===== src/tlt_pkg.sv =====
// Shared widths, configuration codes and cell state types for the trilateration block.
package tlt_pkg;

	localparam int FRAC_BITS = 8;
	localparam int COORD_W = 24;
	localparam int RANGE_W = 23;
	localparam int BEARING_W = 16;
	localparam int FL_W = 15;
	localparam int FW_W = 15;
	localparam int BM_W = 12;
	localparam int CFG_ADDR_W = 2;
	localparam int CFG_DATA_W = 15;

	localparam logic [CFG_ADDR_W-1:0] REG_FIELD_LENGTH = 2'd0;
	localparam logic [CFG_ADDR_W-1:0] REG_FIELD_WIDTH = 2'd1;
	localparam logic [CFG_ADDR_W-1:0] REG_BOUND_MARGIN = 2'd2;

	localparam logic [FL_W-1:0] FL_RESET = 15'd1800;
	localparam logic [FW_W-1:0] FW_RESET = 15'd1200;
	localparam logic [BM_W-1:0] BM_RESET = 12'd60;

	localparam int SQ_ARG_W = 50;
	localparam int SQ_ROOT_W = 25;
	localparam int SQ_REM_W = 26;
	localparam int SQ_STEPS = 25;

	localparam int DV_D_W = 59;
	localparam int DV_V_W = 26;
	localparam int DV_REM_W = 26;
	localparam int DV_Q_W = 33;
	localparam int DPAR_STEPS = 33;
	localparam int POS_STEPS = 26;

	localparam int PIPE_LAT = 120;

	typedef struct packed {
		logic [SQ_REM_W-1:0] rem;
		logic [SQ_ROOT_W-1:0] root;
		logic [SQ_ARG_W-1:0] arg;
	} sq_t;

	typedef struct packed {
		logic [DV_REM_W-1:0] rem;
		logic [DV_D_W-1:0] d;
		logic [DV_V_W-1:0] v;
		logic [DV_Q_W-1:0] q;
	} dv_t;

endpackage


===== src/tlt_sqrt_cell.sv =====
// One registered step of a restoring integer square root, two argument bits per step.
module tlt_sqrt_cell (
	input logic clk,
	input tlt_pkg::sq_t din,
	output tlt_pkg::sq_t dout
);

	logic [tlt_pkg::SQ_REM_W+1:0] rs;
	logic [tlt_pkg::SQ_REM_W+1:0] trial;
	logic ge;

	always_comb begin
		rs = {din.rem, din.arg[tlt_pkg::SQ_ARG_W-1 -: 2]};
		trial = {1'b0, din.root, 2'b01};
		ge = (rs >= trial);
	end

	always_ff @(posedge clk) begin
		dout.rem <= ge ? tlt_pkg::SQ_REM_W'(rs - trial) : tlt_pkg::SQ_REM_W'(rs);
		dout.root <= {din.root[tlt_pkg::SQ_ROOT_W-2:0], ge};
		dout.arg <= {din.arg[tlt_pkg::SQ_ARG_W-3:0], 2'b00};
	end

endmodule


===== config.mk =====
export PLATFORM = sky130hd
export DESIGN_NAME = tlt_sqrt_cell
export DESIGN_NICKNAME = d
export VERILOG_FILES = /design/src/tlt_pkg.sv /design/src/tlt_sqrt_cell.sv
export SDC_FILE = /design/constraint.sdc
export NUM_CORES = 1
export LEC_CHECK = 0
export BUFFER_PORTS_ARGS = -buffer_cell sky130_fd_sc_hd__buf_2
export CORE_MARGIN = 2
export CORE_UTILIZATION = 40
export CTS_CLUSTER_SIZE = 24
export DETAILED_ROUTE_END_ITERATION = 8
export HOLD_SLACK_MARGIN = 0.12
export PLACE_DENSITY = 0.73
export SLEW_MARGIN = 20
export SYNTH_ARGS = -nofsm -noshare
export SYNTH_HDL_FRONTEND = slang
export SYNTH_SLANG_ARGS = --single-unit

===== constraint.sdc =====
create_clock -name clk -period 3.8 [get_ports clk]
set_input_delay 0.76 -clock clk [delete_from_list [all_inputs] [get_ports clk]]
set_output_delay 0.76 -clock clk [all_outputs]
set_load 0.01 [all_outputs]

==> impl_metrics.tcl <==
set metrics [dict create \
    status "complete, no violations" \
    final_hold_viol_count 0 \
    cts_resized 0 \
    synth_top_area_frac 0.526 \
    synth_area_leaders "dfxtp_1 (53%), ha_1 (9.0%), mux2_2 (6.9%)" \
    row_count 35 \
    setup_viol 0 \
    cts_tree "built" \
    maxCapViolCount 0 \
    die_x_microns 101 \
    drive_gt1_frac 0.458 \
    nets 679 \
    htreeDepth 3 \
    p_per_area_nw_per_um2 463 \
    ys_ff_latch 99 \
    peakVddDrop_v 0.000204 \
    slowest_stage "ha_1" \
    grt_pass1_vias 2967 \
    ys_seq_area_frac 0.526 \
    grt_max_degree 24 \
    hold_class "in2reg" \
    power_mw 2.37 \
    required_ps 4060 \
    gp_congestion 0.829 \
    cts_made_buffers 9 \
    drc 0 \
    largest_reg_flops 99 \
    vias 3186 \
    cts.path.max_buffers 2 \
    async_flop_share 0 \
    synth_cell_types 53 \
    crit_chain "buf_2 -> inv_1 -> ha_1 -> nor2b_1 -> o21ai_0 -> nand2b_1 -> a21oi_2 -> o21ai_1 -> a211oi_2 -> a21oi_1 -> a41oi_4 -> buf_12 -> mux2_2" \
    tightest_slew_ps 510 \
    core_region_area_sq_um 9200 \
    p_leak_nw 2.58 \
    reg_top3 "dout (99)" \
    grt-ovfl-total 0 \
    max_freq_ghz 0.308 \
    post-route-period-util 0.855 \
    n_antenna_cell 0 \
    largest-register "dout" \
    synth_edf_count 0 \
    io_buffers 200 \
    io_pins 203 \
    post-cts-setup-buffers 0 \
    synthMostInstantiatedCell "dfxtp_1" \
    drt-initial-drc-count 55 \
    relSlewSlack 0.657 \
    report.final.slew_viol_count 0 \
    die_area_sq_um 10200 \
    firstDrtPassIters 4 \
    antenna_found_initial 0 \
    wl_per_cell_microns 13.8 \
    start_util 0.410 \
    ctsRootBufferMaster "clkbuf_8" \
    syn_area_per_cell_sq_um 11.1 \
    crit_start "din[50]" \
    dp_hpwl_microns 7500 \
    drt_wl_total_microns 9190 \
    synth_ff_type "dfxtp_1" \
    ant_nets 0 \
    final_core_util 0.556 \
    grt_usage 0.171 \
    startpoint_type "primary input" \
    tns_ps 0 \
    syn_inst 341 \
    fillerInstances 840 \
    vias_per_cell 4.78 \
    cts.sinks 99 \
    clk_pin_slew_ps 110 \
    syn-cell-area_sq_um 3770 \
    slowest_delay_ps 360 \
    chipHeight_microns 101 \
    hold_buffers 0 \
    rsz0062_at_grt "no" \
    synth_top_area_cell "dfxtp_1" \
    dpl_cell_area_sq_um 4910 \
    yosysWarnings 0 \
    area_growth_pct 35.6 \
    end_kind "flop" \
    grt_pass1_wl_microns 13500 \
    finalInstanceArea_sq_um 5110 \
    cp_max_fo 23 \
    path_class "in2reg" \
    cp.arrival_ps 3510 \
    cp-endpoint "dout[84]" \
    synth_common_cells "dfxtp_1 (99), inv_1 (33), ha_1 (27)" \
    post-route-min-period_ps 3250 \
]
[metal layers]
layer,share of wire,track usage,vias to the layer above
li1,-,-,1607
met1,0.41,0.188,1434
met2,0.50,0.309,126
met3,0.062,0.0499,17
met4,0.019,0.0624,2
met5,0.0050,0,-
[cell type report]
class                           instances  area, sq um  area share
Timing Repair Buffer                  204         1040       0.204
Sequential cell                        99         1980       0.388
Clock buffer                            9          124      0.0242
Multi-Input combinational cell        203         1620       0.317
Inverter                               33          124      0.0242
Clock inverter                          7         80.1      0.0157
Tap cell                              111          139      0.0272
[worst min path at each step]
stage	cells after the start	startpoint	endpoint	slack, ps
floorplan	0	din[8]	dout[10]	790
global placement	1	din[39]	dout[41]	860
detailed placement	1	din[27]	dout[29]	860
CTS	1	din[2]	dout[4]	460
global route	1	din[22]	dout[24]	460
finish	1	din[2]	dout[4]	490
[power by group]
group	total (mW)	internal [mW]	switching (mW)
Combinational	0.539	0.261	0.278
Sequential	1.16	1.14	0.0223
Clock	0.668	0.262	0.406
[cell families after synthesis]
| logic type | synth area share |
|---|---|
| AND/OR/NAND/NOR | 0.0777 |
| multiplexers | 0.0767 |
| flip-flops | 0.526 |
| adder cells (fa/ha/maj) | 0.0896 |
| other | 0.000995 |
| AO/OA/AOI/OAI | 0.140 |
| buffers and inverters | 0.0451 |
| XOR/XNOR | 0.0441 |
[layout by cell type, fill, tap and decap left out, drive strengths merged, types with 9 or more instances in the layout]
| cell type | synthesis | layout |
|---|---|---|
| clkbuf | 1 | 9 |
| xnor2 | 13 | 13 |
| ha | 27 | 27 |
| mux2 | 23 | 23 |
| nand2 | 13 | 13 |
| inv | 33 | 36 |
| dfxtp | 99 | 99 |
| buf | 6 | 204 |
| a21oi | 23 | 23 |
| nor2 | 16 | 16 |
| o21ai | 11 | 11 |
[stage by stage]
step                hold WS [ps]  instances  setup WS, ps
global route                 457        666           454
CTS                          463        666           568
floorplan                    788        342           483
detailed placement           864        650           165
finish                       486        666           552
global placement             863        650           166
[worst max-delay path: cells and delay by family]
kind | cells | cell delay [ps]
compound gates | 6 | 1390
fa+ha+maj | 1 | 360
buf+inv | 3 | 350
mux | 1 | 350
simple gates | 2 | 290
(Power assumes the default switching activity.)
