[config.mk]
export PLATFORM = sky130hd
export DESIGN_NAME = tlt_div_cell
export DESIGN_NICKNAME = d
export VERILOG_FILES = /design/src/tlt_pkg.sv /design/src/tlt_div_cell.sv
export SDC_FILE = /design/constraint.sdc
export NUM_CORES = 1
export LEC_CHECK = 0
export ABC_AREA = 0
export BUFFER_PORTS_ARGS = -buffer_cell sky130_fd_sc_hd__buf_4
export CELL_PAD_IN_SITES_DETAIL_PLACEMENT = 0
export CELL_PAD_IN_SITES_GLOBAL_PLACEMENT = 1
export CORE_ASPECT_RATIO = 2
export CORE_MARGIN = 5
export CORE_UTILIZATION = 35
export CTS_BUF_LIST = sky130_fd_sc_hd__clkbuf_8
export CTS_CLUSTER_SIZE = 16
export DETAILED_ROUTE_END_ITERATION = 10
export GPL_TIMING_DRIVEN = 0
export MAX_ROUTING_LAYER = met4
export PLACE_DENSITY_LB_ADDON = 0.1
export SYNTH_ARGS = -nofsm -noshare
export SYNTH_HDL_FRONTEND = slang
export SYNTH_SLANG_ARGS = --single-unit
[constraint.sdc]
create_clock -name clk -period 8 [get_ports clk]
set_clock_uncertainty 0.05 [all_clocks]
set_input_delay 0.8 -clock clk [delete_from_list [all_inputs] [get_ports clk]]
set_output_delay 0.8 -clock clk [all_outputs]
set_load 0.005 [all_outputs]
[src/tlt_pkg.sv]
// Shared widths, configuration codes and cell state types for the trilateration block.
package tlt_pkg;

	localparam int FRAC_BITS = 8;
	localparam int COORD_W = 24;
	localparam int RANGE_W = 23;
	localparam int BEARING_W = 16;
	localparam int FL_W = 15;
	localparam int FW_W = 15;
	localparam int BM_W = 12;
	localparam int CFG_ADDR_W = 2;
	localparam int CFG_DATA_W = 15;

	localparam logic [CFG_ADDR_W-1:0] REG_FIELD_LENGTH = 2'd0;
	localparam logic [CFG_ADDR_W-1:0] REG_FIELD_WIDTH = 2'd1;
	localparam logic [CFG_ADDR_W-1:0] REG_BOUND_MARGIN = 2'd2;

	localparam logic [FL_W-1:0] FL_RESET = 15'd1800;
	localparam logic [FW_W-1:0] FW_RESET = 15'd1200;
	localparam logic [BM_W-1:0] BM_RESET = 12'd60;

	localparam int SQ_ARG_W = 50;
	localparam int SQ_ROOT_W = 25;
	localparam int SQ_REM_W = 26;
	localparam int SQ_STEPS = 25;

	localparam int DV_D_W = 59;
	localparam int DV_V_W = 26;
	localparam int DV_REM_W = 26;
	localparam int DV_Q_W = 33;
	localparam int DPAR_STEPS = 33;
	localparam int POS_STEPS = 26;

	localparam int PIPE_LAT = 120;

	typedef struct packed {
		logic [SQ_REM_W-1:0] rem;
		logic [SQ_ROOT_W-1:0] root;
		logic [SQ_ARG_W-1:0] arg;
	} sq_t;

	typedef struct packed {
		logic [DV_REM_W-1:0] rem;
		logic [DV_D_W-1:0] d;
		logic [DV_V_W-1:0] v;
		logic [DV_Q_W-1:0] q;
	} dv_t;

endpackage

[src/tlt_div_cell.sv]
// One registered step of a restoring unsigned division, one quotient bit per step.
module tlt_div_cell (
	input logic clk,
	input tlt_pkg::dv_t din,
	output tlt_pkg::dv_t dout
);

	logic [tlt_pkg::DV_REM_W:0] rn;
	logic ge;

	always_comb begin
		rn = {din.rem, din.d[tlt_pkg::DV_D_W-1]};
		ge = (rn >= {1'b0, din.v});
	end

	always_ff @(posedge clk) begin
		dout.rem <= ge ? tlt_pkg::DV_REM_W'(rn - {1'b0, din.v}) : tlt_pkg::DV_REM_W'(rn);
		dout.d <= {din.d[tlt_pkg::DV_D_W-2:0], 1'b0};
		dout.v <= din.v;
		dout.q <= {din.q[tlt_pkg::DV_Q_W-2:0], ge};
	end

endmodule

==> flow_metrics.env <==
export IMPL_num_rows=60
export IMPL_gp_congestion=0.8233
export IMPL_synth_seq_cells=143
export IMPL_power_density_mw_per_mm2=224.4
export IMPL_required_ns=8.27
export IMPL_path_cells="buf_4 -> inv_1 -> ha_1 -> nor2b_1 -> o31ai_1 -> a2111oi_2 -> o21ai_1 -> o211ai_4 -> a21boi_4 -> buf_8 -> mux2_4"
export IMPL_areaGrowthSynthToFinish_pct=56.65
export IMPL_path_clk_slew_ns=0.09
export IMPL_dr_pass1_iters=4
export IMPL_async_flop_share_pct=0
export IMPL_layout_drive_gt1_share_pct=49.93
export IMPL_cts_sinks=143
export IMPL_n_fill_cell=1221
export IMPL_slew_headroom_pct=56.05
export IMPL_clock_fmax_mhz=305.7
export IMPL_regArea_mm2=0.002863
export IMPL_ys_warn_count=0
export IMPL_vdd_drop_max_mv=0.1168
export IMPL_routed_wl_um=15410
export IMPL_worst_pin_slew_ns=0.6537
export IMPL_rsz0062_at_grt="no"
export IMPL_setup_violations=0
export IMPL_wl_per_cell_um=17.75
export IMPL_cts_root_buf="clkbuf_8"
export IMPL_muxShareOfSynthArea_pct=7.676
export IMPL_multiInputGateArea_mm2=0.001734
export IMPL_port_buffers=286
export IMPL_synth_area_mm2=0.004808
export IMPL_synth_top_family_by_area="compound AO/OA/AOI/OAI gates"
export IMPL_cp_arrival_ns=3.54
export IMPL_synthFlopType="dfxtp_1"
export IMPL_hp_class="primary input to flop"
export IMPL_chipWidth_um=92.88
export IMPL_leakage_nw=3.718
export IMPL_synth_top_area_share_pct=59.54
export IMPL_grt_usage_pct=19.10
export IMPL_start_util_pct=35.58
export IMPL_status="finished, final reports clean"
export IMPL_cp_end_kind="flop"
export IMPL_startpoint_type="primary input"
export IMPL_vias_per_cell=4.632
export IMPL_tns_ns=0
export IMPL_synthCells=395
export IMPL_design_area_mm2=0.007532
export IMPL_slew_violations=0
export IMPL_cts_tree="yes"
export IMPL_drt_initial_drc_count=117
export IMPL_path_class="primary input to flop"
export IMPL_yosys_top_cells_area="dfxtp_1, ha_1, mux2_4"
export IMPL_fin_crit_ns=3.271
export IMPL_hold_viol=0
export IMPL_yosys_area_share_simple_pct=6.948
export IMPL_synthesis_nets=567
export IMPL_antennaDiodeCount=0
export IMPL_grt_pass1_vias=4318
export IMPL_maxCapViolCount=0
export IMPL_top_regs="dout x143"
export IMPL_synth_yosys_seq_area_share_pct=59.54
export IMPL_critPathMaxStageDelay_ns=0.54
export IMPL_num_vias=4021
export IMPL_cts_htree_levels=4
export IMPL_synthXorXnorAreaFrac_pct=3.825
export IMPL_cp_slowest_cell="o31ai_1"
export IMPL_syn_area_per_cell_um2=12.17
export IMPL_synth_adder_area_share_pct=7.182
export IMPL_core_mm2=0.01351
export IMPL_postCtsHoldBufs=0
export IMPL_crit_family="compound AO/OA/AOI/OAI gates"
export IMPL_numCtsBuffers=17
export IMPL_grt_pass1_wl_um=23160
export IMPL_busiest_layer="met2"
export IMPL_antenna_found_initial=0
export IMPL_path_max_fanout=10
export IMPL_drc_errors=0
export IMPL_timing_hold_ws_ns=0.4154
export IMPL_hpwl_um=12840
export IMPL_synth_top_area_cell="dfxtp_1"
export IMPL_ios=289
export IMPL_ant_nets=0
export IMPL_period_share_pct=40.89
export IMPL_synth_compound_area_share_pct=10.36
export IMPL_ctsResizeCount=0
export IMPL_largest_register="dout"
export IMPL_place_area_mm2=0.007149
export IMPL_ys_types=54
export IMPL_fp_dieH_um=175.8
export IMPL_largest_reg_flops=143
export IMPL_use_met2_pct=36.65
export IMPL_grt_max_degree=17
export IMPL_fin_util_pct=55.74
export IMPL_met3_usage_pct=5.872
export IMPL_critical_path_buf_inv_count=3
export IMPL_dieArea_mm2=0.01632
export IMPL_synth_edff_count=0
export IMPL_grt_ovfl_total=0
export IMPL_nNetsFinal=872
export IMPL_post_cts_buffers=0
export IMPL_cts_max_path_buffers=2
export IMPL_gr_usage_met1_pct=17.11
==> path summary, 6_finish.rpt <==
| check | start | end | slack [ns] | cells past startpoint |
|---|---|---|---|---|
| worst max-delay path | din[34] | dout[135] | 4.73 | 11 |
| worst min-delay path | din[103] | dout[104] | 0.42 | 1 |
==> layer usage <==
layer	up-vias	share of wire, %	wire length [um]
li1	1969	-	-
met1	1842	32	4985
met2	189	57	8810
met3	21	8.4	1293
met4	0	2.1	320
met5	-	0	0
==> area by class of cell <==
cell class / count / share of cell area (%)
Sequential cell: 143 / 38.01
Timing Repair Buffer: 286 / 28.51
Multi-Input combinational cell: 209 / 23.02
Clock buffer: 17 / 3.106
Tap cell: 155 / 2.575
Clock inverter: 15 / 1.977
Inverter: 33 / 1.645
Buffer: 10 / 1.163
==> stage by stage <==
| step | total power [mW] | setup slack, ns | instances |
|---|---|---|---|
| CTS | 1.719 | 4.720 | 868 |
| global placement | 1.144 | 4.237 | 836 |
| finish | 1.690 | 4.729 | 868 |
| global route | 1.774 | 4.590 | 868 |
| detailed placement | 1.149 | 4.251 | 836 |
| floorplan | 0.9590 | 4.800 | 395 |
==> power by group <==
group | switching (mW) | internal (mW) | total, mW
Sequential | 0.0161 | 0.772 | 0.788
Clock | 0.307 | 0.256 | 0.563
Combinational | 0.138 | 0.201 | 0.339
Total | 0.461 | 1.23 | 1.69
==> kinds of logic after synthesis <==
family	Yosys count
AND/OR/NAND/NOR	65
AO/OA/AOI/OAI	68
flip-flops	143
other	1
multiplexers	27
adder cells (fa/ha/maj)	27
buffers and inverters	43
XOR/XNOR	21
==> layout by cell type, fill, tap and decap left out, drive strengths merged, types with 3 or more instances in the layout <==
| cell type | instances |
|---|---|
| inv | 43 |
| buf | 292 |
| o21ai | 16 |
| nor3 | 8 |
| o21bai | 4 |
| nand3 | 5 |
| clkbuf | 21 |
| a21oi | 18 |
| nor4 | 3 |
| dfxtp | 143 |
| clkinvlp | 3 |
| a211oi | 3 |
| xnor2 | 9 |
| a21o | 6 |
| o211ai | 3 |
| ha | 26 |
| and4 | 4 |
| nand2 | 17 |
| nand2b | 4 |
| mux2 | 25 |
| nand4 | 7 |
| nor2 | 11 |
| xor2 | 12 |
==> cell usage after synthesis (all sizes together), types with 2 or more instances <==
library cell	count
o21bai	4
and2	2
o21ai	16
o311ai	2
a2bb2oi	2
nor3	8
inv	33
clkbuf	4
a21o	6
nor2	11
and4	4
nor4	3
nand2b	4
mux2i	2
a21boi	2
xnor2	9
nand2	17
xor2	12
nand3	5
a21oi	18
o211ai	3
mux2	25
nand4	7
ha	26
buf	6
a211oi	3
o21a	2
dfxtp	143
No activity file was read; power rests on OpenSTA's default activity.
